==> src/hdl/rsst_pkg.sv <==
// rsst_pkg: shared types, request codes and control words for the range sum segment tree.
// No dependencies; used by rsst_ctrl, rsst_dp and range_sum_segment_tree.
`default_nettype none

package rsst_pkg;

    localparam int MAX_ELEMENTS_DEF = 65536;
    localparam int INDEX_W          = 17;
    localparam int DATA_W           = 32;
    localparam int REQ_W            = 2;

    localparam logic [INDEX_W-1:0] COUNT_RESET = 17'h10000;

    localparam logic [REQ_W-1:0] REQ_ADD = 2'd0;
    localparam logic [REQ_W-1:0] REQ_SUB = 2'd1;
    localparam logic [REQ_W-1:0] REQ_QRY = 2'd2;
    localparam logic [REQ_W-1:0] REQ_CLR = 2'd3;

    typedef struct packed {
        logic [REQ_W-1:0]          req_type;
        logic [INDEX_W-1:0]        left_index;
        logic [INDEX_W-1:0]        right_index;
        logic signed [DATA_W-1:0]  amount;
    } req_t;

    typedef struct packed {
        logic signed [DATA_W-1:0]  range_sum;
        logic                      range_error;
    } res_t;

    typedef struct packed {
        logic load_upd;
        logic load_qry;
        logic upd_rd;
        logic upd_wr;
        logic q_rd_a;
        logic q_rd_b;
        logic q_shift;
        logic clr_start;
        logic clr_step;
        logic emit_ok;
        logic emit_err;
    } cmd_t;

    typedef struct packed {
        logic upd_ok;
        logic qry_ok;
        logic upd_last;
        logic q_more;
        logic a_odd;
        logic b_odd;
        logic clr_last;
    } stat_t;

endpackage

`default_nettype wire

==> src/hdl/rsst_ctrl.sv <==
// rsst_ctrl: sequencer for update walks, range query walks and the clear sweep.
// Depends on rsst_pkg; drives rsst_dp through cmd_t, reads stat_t.
`default_nettype none

module rsst_ctrl
    import rsst_pkg::*;
(
    input  wire logic             clk,
    input  wire logic             rst_n,
    input  wire logic             start,
    input  wire logic [REQ_W-1:0] req_type,
    input  wire stat_t            stat,
    output cmd_t                  cmd,
    output logic                  busy
);

    localparam logic [2:0] S_IDLE  = 3'd0;
    localparam logic [2:0] S_CLR   = 3'd1;
    localparam logic [2:0] S_URD   = 3'd2;
    localparam logic [2:0] S_UWR   = 3'd3;
    localparam logic [2:0] S_QLOOP = 3'd4;
    localparam logic [2:0] S_QFIN  = 3'd5;

    logic [2:0] state_reg;
    logic [2:0] state_next;

    always_ff @(posedge clk or negedge rst_n)
    begin
        if (!rst_n)
        begin
            state_reg <= S_CLR;
        end
        else
        begin
            state_reg <= state_next;
        end
    end

    always_comb
    begin
        state_next = state_reg;
        cmd        = '0;
        unique case (state_reg)
            S_IDLE:
            begin
                if (start)
                begin
                    unique case (req_type) inside
                        REQ_ADD, REQ_SUB:
                        begin
                            if (stat.upd_ok)
                            begin
                                cmd.load_upd = 1'b1;
                                state_next   = S_URD;
                            end
                        end
                        REQ_QRY:
                        begin
                            if (stat.qry_ok)
                            begin
                                cmd.load_qry = 1'b1;
                                state_next   = S_QLOOP;
                            end
                            else
                            begin
                                cmd.emit_err = 1'b1;
                            end
                        end
                        default:
                        begin
                            cmd.clr_start = 1'b1;
                            state_next    = S_CLR;
                        end
                    endcase
                end
            end
            S_CLR:
            begin
                cmd.clr_step = 1'b1;
                if (stat.clr_last)
                begin
                    state_next = S_IDLE;
                end
            end
            S_URD:
            begin
                cmd.upd_rd = 1'b1;
                state_next = S_UWR;
            end
            S_UWR:
            begin
                cmd.upd_wr = 1'b1;
                if (stat.upd_last)
                begin
                    state_next = S_IDLE;
                end
            end
            S_QLOOP:
            begin
                if (!stat.q_more)
                begin
                    state_next = S_QFIN;
                end
                else if (stat.a_odd)
                begin
                    cmd.q_rd_a = 1'b1;
                end
                else if (stat.b_odd)
                begin
                    cmd.q_rd_b = 1'b1;
                end
                else
                begin
                    cmd.q_shift = 1'b1;
                end
            end
            S_QFIN:
            begin
                cmd.emit_ok = 1'b1;
                state_next  = S_IDLE;
            end
            default:
            begin
                state_next = S_IDLE;
            end
        endcase
    end

    assign busy = (state_reg != S_IDLE);

endmodule

`default_nettype wire

==> config.mk <==
export PLATFORM = sky130hd
export DESIGN_NAME = rsst_ctrl
export DESIGN_NICKNAME = d
export VERILOG_FILES = /design/src/hdl/rsst_pkg.sv /design/src/hdl/rsst_ctrl.sv
export SDC_FILE = /design/constraint.sdc
export NUM_CORES = 1
export LEC_CHECK = 0
export ABC_AREA = 0
export BUFFER_PORTS_ARGS = -buffer_cell sky130_fd_sc_hd__buf_2
export CAP_MARGIN = 40
export CORE_AREA = 2 2 39 41
export DETAILED_ROUTE_END_ITERATION = 16
export DIE_AREA = 0 0 41 43
export PLACE_DENSITY = 0.53
export SETUP_SLACK_MARGIN = 0.4
export SYNTH_ARGS = -nofsm -noshare
export SYNTH_HDL_FRONTEND = slang
export SYNTH_SLANG_ARGS = --single-unit
==> constraint.sdc <==
create_clock -name clk -period 1.8 [get_ports clk]
set_input_delay 0.09 -clock clk [delete_from_list [all_inputs] [get_ports clk]]
set_output_delay 0.09 -clock clk [all_outputs]
set_load 0.02 [all_outputs]
# Yosys cells after proc, flatten, opt, wreduce, memory -nomap -nowiden

Index checks and enable logic that the tools add are counted.

Word-level logic and storage cells: 51
Bits of input ports: 12
Output and inout bits: 12
Bits in registers: 3

Equal/unequal tests: 13
Reduce and logical (&&, ||, !) cells: 6
Muxes and demuxes: 31

Operators by type and width:

| cell                                          | number |
|---|---|
| 2-to-1 mux 3 bit                              | 8 |
| 2-to-1 mux 1 bit                              | 18 |
| case mux 3 bit (5 select lines)               | 1 |
| != test 2 bit, second input constant          | 4 |
| == test 3 x 2 -> 1 bit, second input constant | 2 |
| == test 3 bit, second input constant          | 2 |
| 2-to-1 mux 2 bit                              | 3 |
| != test 3 bit, second input constant          | 2 |
| case mux 3 bit (2 select lines)               | 1 |
| AND reduction 6 bit                           | 1 |
| == test 3 x 1 -> 1 bit, second input constant | 1 |
| zero test 3 bit                               | 1 |
| nonzero test 3 bit                            | 1 |
| OR reduction 3 bit                            | 1 |
| == test 2 x 1 -> 1 bit, second input constant | 1 |
| == test 2 bit, second input constant          | 1 |
| zero test 2 bit                               | 1 |
| OR reduction 2 bit                            | 1 |

# Logic depth before layout (Yosys ltp)

Gate-level depths: netlist of the first run.

Depth after elaboration: 5
Mapped depth: 4
Gate-level depth less buffers: 3

# Worst setup path before layout of the first run

OpenSTA, ideal clock, no wires.

Path type: reg2out
Start point: register state_reg[1]
End point: output port cmd[10] (netlist bit)
Path slack: 448 ps
Stages on the path, launching flop included: 5
Arrival: 1,262 ps
Buffers on the path: 1
Data required time: 1,710 ps
Path through: dfrtp_1 > buf_6 > nor2_4 > nand3_2 > nor3b_1

RTL lines:

| what                   | line            | source |
|---|---|---|
| start, declared        | rsst_ctrl.sv:24 | `logic [2:0] state_reg;` |
| start signal, assigned | rsst_ctrl.sv:35 | `state_reg <= state_next;` |
| end, declared          | rsst_ctrl.sv:13 | `output cmd_t cmd,` |

==> results of run 1 <==
==> final timing paths <==
path                               from  slack, ns  cells after the start            to
min reg2reg                state_reg[2]       0.54                      1  state_reg[1]
min                             stat[4]       0.14                      3  state_reg[1]
max in group asynchronous         rst_n       1.42                      2  state_reg[0]
max                        state_reg[0]       0.42                      4        cmd[5]
max reg2reg                state_reg[2]       0.54                      4  state_reg[0]
min in group asynchronous         rst_n       0.18                      2  state_reg[2]
==> kinds of logic after synthesis <==
logic type	count (synthesis)	synth area share, %
simple gates	24	50.2
compound gates	8	17.7
buf+inv	4	9.05
flops	3	23.0
==> placed cells by master, fill, tap and decap left out, types with 2 or more instances in the layout <==
cell type,n
a211oi_1,2
buf_2,16
buf_4,9
buf_6,4
clkbuf_4,3
dfrtp_2,2
nand2_1,2
nand2b_1,4
nor2_1,2
nor3b_2,4
==> metal layers <==
metal  vias up  global-route usage [%]  wire length [um]
met4         0                    6.00                 0
li1        209                       -                 -
met2        11                    23.1               545
met1       200                    14.8               401
met3         0                    3.14                49
met5         -                       0                 0
==> final cells by class <==
cell class / instances / area share (%)
inverters: 2 / 1.64
repair buffers: 30 / 33.3
flip-flops and latches: 3 / 12.9
clock buffers: 4 / 4.31
well taps: 16 / 3.29
multi-input cells: 32 / 44.6
==> repair_timing <==
action / CTS / global route
setup buffers: 6 / 0
gates resized for setup: 6 / 17
endpoints found under the hold margin: 3 / 0
pin swaps: 2 / 6
hold buffers: 1 / 0
endpoints found under the setup margin: 6 / 8
gates cloned: 0 / 0
==> power breakdown <==
| group | switching [mW] | internal (mW) | leakage, nW |
|---|---|---|---|
| clock network | 0.0336 | 0.0830 | 0.0150 |
| registers | 0.0303 | 0.104 | 0.0336 |
| logic | 0.241 | 0.209 | 0.236 |
==> per-stage QoR <==
step / setup WS (ns) / cell area, um2
3_5_place_dp: 0.483 / 444
6_report: 0.420 / 609
3_3_place_gp: 0.516 / 444
5_1_grt: 0.369 / 609
4_1_cts: 0.400 / 542
2_1_floorplan: 0.448 / 332
==> worst max-delay path: stages (launching register included) <==
cell,delay (ns)
dfstp_2,0.55
nor2_4,0.06
and4b_1,0.18
and2_1,0.14
buf_6,0.13
==> results_dict.tcl, run 1 <==
set metrics [dict create \
    nNetsFinal 84 \
    yosysTopAreaCell "dfrtp_1" \
    grt_pass1_wl_um 1640 \
    power.density_nw_per_um2 1150 \
    hold-worst-slack_ns 0.144 \
    wl_per_cell_um 11.4 \
    multiInputGateArea_um2 272 \
    placedCellCount 76 \
    worstSetupPathType "reg2out" \
    die_y_um 43 \
    numCtsBuffers 3 \
    crit_fanout 4 \
    io_pins 24 \
    numPortBuffers 23 \
    largest_reg_flops 3 \
    synth_area_leaders "dfrtp_1 (15%), nor3b_1 (9.1%), dfstp_2 (7.9%), nand2b_1 (7.5%), buf_6 (6.8%)" \
    root_buffer "clkbuf_4" \
    syn-cell-area_um2 332 \
    max_freq_mhz 724 \
    htree_levels 1 \
    power.total_mw 0.701 \
    synth-seq-area-share_pct 23.0 \
    ys_types 27 \
    place_congestion 0.704 \
    cts_tree "yes" \
    finalSetupViolCount 0 \
    drc 0 \
    min_period_over_period_pct 76.7 \
    fin_crit_ns 1.38 \
    rows 14 \
    drive_gt1_share_pct 63.4 \
    drt_iter0_drc 10 \
    rsz0062_at_grt "yes" \
    cp_data_required_time_ns 1.71 \
    startpoint_type "flip-flop" \
    cts_sinks 3 \
    coreArea_um2 1380 \
    antenna_found_initial 0 \
    synth_top_cell_area_share_pct 15.1 \
    synth-edff-count 0 \
    ant_nets 0 \
    outcome "completed" \
    worst_ep_arrival_time_ns 1.29 \
    setup_tns_ns 0 \
    end_kind "primary output" \
    hpwl_um 659 \
    yosys-top-cells-count "nand2b_1 (4), nor3b_1 (4)" \
    die_x_um 41 \
    synth_nets 51 \
    fp.dieArea_um2 1760 \
    grt_max_degree 10 \
    relSlewSlack_pct 83.5 \
    area_growth_pct 83.8 \
    seqCellArea_um2 78.8 \
    fin_util_pct 44.0 \
    drt-pass1-iter-count 2 \
    avgViaCountPerCell 4.83 \
    synthCells 39 \
    clk_pin_slew_ns 0.04 \
    n_antenna_cell 0 \
    initial_core_util_pct 24.0 \
    skew_ns 0.000622 \
    async_flop_share_pct 100 \
    postRouteWirelength_um 996 \
    ir_drop_v 0.000690 \
    tightest_slew_ns 0.244 \
    clk_latency_ns 0.23 \
    hold_viol_final 0 \
    avgSynthCellArea_um2 8.50 \
    first_global_vias 419 \
    via_count 420 \
    hp-class "in2reg" \
    cap_violations 0 \
    instances_no_fill 87 \
    synth-main-ff-cell "dfrtp_1" \
    track_usage_pct 13.6 \
    grt-ovfl-total 0 \
    ys_ff_latch 3 \
    p_leak_nw 0.284 \
    ys_warn_count 0 \
    fill_cells 141 \
    cts_buffer_depth 2 \
    final_max_slew_viol_count 0 \
]
Power figures use the tool's default switching activity.
==> inputs of run 2 (changes only) <==
PLACE_DENSITY = 0.55   (was 0.53)
clock period = 1.2 ns   (was 1.8 ns; I/O delays follow)
==> run 2 against run 1 <==
The run now ends with negative setup slack left. Clock skew grew 0.0018 ns. First-iteration DRC count down 70%. Critical path type unchanged. Via count up 4.3%. Core utilization increased by 12 points. Hold slack worse by 0.026 ns. Largest cell class unchanged.
==> results_dict.tcl, run 2 (synthesis gave the netlist of run 1 again) <==
set metrics [dict create \
    rr_worst_depth 4 \
    track_usage_pct 13.1 \
    critPathSlowestCell "dfstp_2" \
    numPortBuffers 23 \
    power.density_nw_per_um2 1670 \
    power.total_mw 1.29 \
    drt-pass1-iter-count 4 \
    place_congestion 0.656 \
    hpwl_um 738 \
    area_growth_pct 133 \
    drt_iter0_drc 3 \
    crit_fanout 5 \
    die_x_um 41 \
    largest_reg_flops 3 \
    r2r_start "state_reg[2]" \
    internal_power_mw 0.752 \
    final_max_slew_viol_count 0 \
    fill_cells 124 \
    max_freq_mhz 745 \
    clk_latency_ns 0.23 \
    fin_util_pct 55.8 \
    first_global_vias 425 \
    clkPwrFrac_pct 13.8 \
    fin_crit_ns 1.34 \
    rsz0062_at_grt "yes" \
    antenna_found_initial 0 \
    min_period_over_period_pct 112 \
    violations "negative setup slack" \
    hold_start "stat[4]" \
    worst_ep_arrival_time_ns 1.28 \
    hp-class "in2reg" \
    coreArea_um2 1380 \
    n_antenna_cell 0 \
    rows 14 \
    grt_pass1_wl_um 1550 \
    worstSetupPathType "reg2out" \
    outcome "complete, but fails checks" \
    multiInputGateArea_um2 358 \
    switchingPower_mw 0.537 \
    max_stage_delay_ns 0.54 \
    crit_chain "nor2_4, buf_4, and4_4, buf_6" \
    die_y_um 43 \
    relSlewSlack_pct 76.4 \
    postLayoutCellArea_um2 772 \
    place_area_um2 538 \
    swShare_pct 41.7 \
    wl_per_cell_um 11.9 \
    cts_tree "yes" \
    hold_depth 3 \
    finalSetupViolCount 13 \
    numCtsBuffers 3 \
    htree_levels 1 \
    root_buffer "clkbuf_4" \
    end_kind "primary output" \
    nNetsFinal 87 \
    tightest_slew_ns 0.353 \
    cap_violations 0 \
    fin_ws_ns -0.143 \
    drive_gt1_share_pct 78.4 \
    via_count 438 \
    reg2reg_slack_ns -0.01 \
    min_to "state_reg[1]" \
    ant_nets 0 \
    avgViaCountPerCell 4.87 \
    seqCellArea_um2 77.6 \
    cts_buffer_depth 2 \
    hold-worst-slack_ns 0.118 \
    io_pins 24 \
    postRouteWirelength_um 1070 \
    cts_sinks 3 \
    startpoint_type "flip-flop" \
    skew_ns 0.00237 \
    seq_power_share_pct 14.9 \
    final_common_cell "buf_6" \
    cp_data_required_time_ns 1.14 \
    grt_max_degree 10 \
    final_cell_mix "buf_6 (12), buf_2 (11), buf_4 (8)" \
    clk_pin_slew_ns 0.04 \
    grt-ovfl-total 0 \
    power_frac_comb_pct 71.3 \
    hold_viol_final 0 \
    initial_core_util_pct 24.0 \
    ir_drop_v 0.00109 \
    fp.dieArea_um2 1760 \
    p_leak_nw 0.336 \
    drc 0 \
    reg2reg_to "state_reg[0]" \
]
## run 2: what timing repair did
| item | 4_1_cts | 5_1_grt |
|---|---|---|
| resized for setup | 30 | 6 |
| hold endpoints to repair | 3 | 0 |
| hold buffers | 1 | 0 |
| buffers inserted | 4 | 2 |
| setup endpoints to repair | 15 | 15 |
| pin swaps | 7 | 5 |
## run 2: routing by layer
metal  share of wire (%)  track usage, %
met3                 5.0            1.57
met5                   0               0
met2                  56            23.8
met4                 1.3            10.0
met1                  38            11.7
## run 2: worst max-delay path, delay by kind of cell, from the launching register on
family	cells	cell delay (ns)
flip-flops	1	0.54
AND/OR/NAND/NOR	2	0.24
buffers and inverters	2	0.26
## run 2: cell type report
cell class | count | area share, %
inverters | 2 | 1.30
clock buffers | 4 | 3.40
repair buffers | 33 | 36.3
multi-input cells | 32 | 46.4
flip-flops and latches | 3 | 10.0
well taps | 16 | 2.59
## run 2: worst max path at each step
stage	from	to	slack, ns
CTS	state_reg[1]	cmd[4]	-0.18
global placement	state_reg[2]	state_reg[0]	-0.008
finish	state_reg[0]	cmd[6]	-0.14
detailed placement	state_reg[2]	state_reg[0]	0.02
global route	state_reg[1]	cmd[4]	-0.20
floorplan	state_reg[1]	cmd[10]	0.08
## run 2: power groups by stage
stage	combinational, mW	sequential, mW	clock (mW)
after global placement	0.636	0.191	0
after detailed placement	0.637	0.193	0
after floorplan	0.467	0.194	0
after CTS	0.847	0.191	0.190
after global routing	0.978	0.195	0.200
final	0.919	0.192	0.178
## run 2: per-stage QoR
step | setup WS [ns] | setup TNS [ns] | std cells
global route | -0.202 | -1.92 | 90
finish | -0.143 | -1.21 | 90
global placement | -0.00771 | -0.00771 | 79
floorplan | 0.0838 | 0 | 39
CTS | -0.184 | -1.45 | 88
detailed placement | 0.0210 | 0 | 79
==> inputs of run 3 (changes only) <==
CTS_BUF_LIST = sky130_fd_sc_hd__clkbuf_16   (was not set)
==> run 3 against run 2 <==
The flow still finishes with violations (negative setup slack). Highest routed layer is now met3. Sequential power about the same. First-iteration DRC count down 100%. Largest cell class unchanged. Combinational power down 3.6%. Count of clock-buffer cells in the layout down 1.
==> results_dict.tcl, run 3 (synthesis gave the netlist of run 1 again) <==
set metrics [dict create \
    outcome "complete, but fails checks" \
    violations "negative setup slack" \
    worst_ep_arrival_time_ns 1.27 \
    numCtsBuffers 3 \
    nNetsFinal 88 \
    coreArea_um2 1380 \
    startpoint_type "flip-flop" \
    grt_pass1_wl_um 1480 \
    fin_util_pct 58.3 \
    cts_tree "yes" \
    drt_iter0_drc 0 \
    min_period_over_period_pct 111 \
    max_freq_mhz 749 \
    hpwl_um 738 \
    power.total_mw 1.60 \
    final_max_slew_viol_count 0 \
    postRouteWirelength_um 1080 \
    setup_tns_ns -1.07 \
    swShare_pct 35.1 \
    initial_core_util_pct 24.0 \
    antenna_found_initial 0 \
    root_buffer "clkbuf_16" \
    tightest_slew_ns 0.353 \
    numPortBuffers 23 \
    grt_max_degree 10 \
    area_growth_pct 143 \
    crit_path_start "state_reg[0]" \
    cap_violations 0 \
    n_antenna_cell 0 \
    skew_ns 0.000753 \
    critPathSlowestCell "dfstp_2" \
    rsz0062_at_grt "yes" \
    clkPwrFrac_pct 32.6 \
    p_leak_nw 0.363 \
    hold_start "stat[4]" \
    drive_gt1_share_pct 77.3 \
    largest_reg_flops 3 \
    cts_sinks 3 \
    fin_ws_ns -0.134 \
    reg2reg_slack_ns 0 \
    instances_no_fill 91 \
    clk_pin_slew_ns 0.03 \
    ant_nets 0 \
    drc 0 \
    power_frac_comb_pct 55.4 \
    hold_viol_final 0 \
    io_pins 24 \
    internal_power_mw 1.04 \
    drt-pass1-iter-count 1 \
    grt-ovfl-total 0 \
    relSlewSlack_pct 76.4 \
    rows 14 \
    avgViaCountPerCell 4.68 \
    crit_fanout 5 \
    cp_data_required_time_ns 1.14 \
    first_global_vias 407 \
    end_kind "primary output" \
    crit_chain "nor2_4, buf_4, and4_4, buf_6" \
    placedCellCount 79 \
    wl_per_cell_um 11.8 \
    fin_crit_ns 1.33 \
    worstSetupPathType "reg2out" \
    die_x_um 41 \
    clk_latency_ns 0.22 \
    hold-worst-slack_ns 0.141 \
    switchingPower_mw 0.561 \
    place_congestion 0.656 \
    max_stage_delay_ns 0.54 \
    finalSetupViolCount 13 \
    cts_buffer_depth 2 \
    hp-class "in2reg" \
    final_cell_mix "buf_6 (12), buf_2 (11), buf_4 (10)" \
    fp.dieArea_um2 1760 \
    die_y_um 43 \
    final_common_cell "buf_6" \
    via_count 426 \
    seq_power_share_pct 12.0 \
    ir_drop_v 0.00150 \
    r2r_start "state_reg[2]" \
    htree_levels 1 \
    track_usage_pct 12.1 \
    power.density_nw_per_um2 1980 \
]
[run 3: power groups by stage]
stage	Combinational, mW	Clock [mW]	Sequential, mW
floorplan	0.467	0	0.194
global placement	0.636	0	0.191
detailed placement	0.637	0	0.193
CTS	0.832	0.532	0.192
global route	0.939	0.544	0.196
finish	0.886	0.522	0.192
[run 3: layout make-up]
type | count | area [um2]
Timing Repair Buffer | 34 | 275
Tap cell | 16 | 20.0
Clock inverter | 1 | 3.75
Clock buffer | 3 | 75.1
Fill cell | 116 | 577
Sequential cell | 3 | 77.6
Multi-Input combinational cell | 32 | 345
Inverter | 2 | 10.0
[run 3: per-layer routing]
metal  up-vias  GRT usage, %  share of wire (%)
met5         -             0                  0
met4         0          6.00                  0
met3         0          1.57                5.3
met2        12          21.9                 54
met1       200          12.3                 40
li1        214             -                  -
[run 3: worst paths after layout]
path,to,cells past startpoint
max,cmd[6],4
min,state_reg[1],3
max reg2reg,state_reg[0],4
min reg2reg,state_reg[2],2
max in group asynchronous,state_reg[0],2
min in group asynchronous,state_reg[2],2
[run 3: repair_timing]
action / CTS / global route
setup endpoints to repair: 15 / 15
resized for setup: 30 / 4
pin swaps: 7 / 5
hold endpoints to repair: 3 / 0
hold buffers: 1 / 0
setup buffers: 5 / 2
[run 3: worst max-delay path: cells and delay by family (launching register included)]
| family | cells | cell delay, ns |
|---|---|---|
| AND/OR/NAND/NOR | 2 | 0.24 |
| flip-flops | 1 | 0.54 |
| buffers and inverters | 2 | 0.27 |
[run 3: through the flow]
stage	instance area (um2)	setup WS, ns
after floorplan	403	0.0838
after global placement	538	-0.00771
after detailed placement	538	0.0210
after CTS	773	-0.164
after global routing	807	-0.181
final	807	-0.134
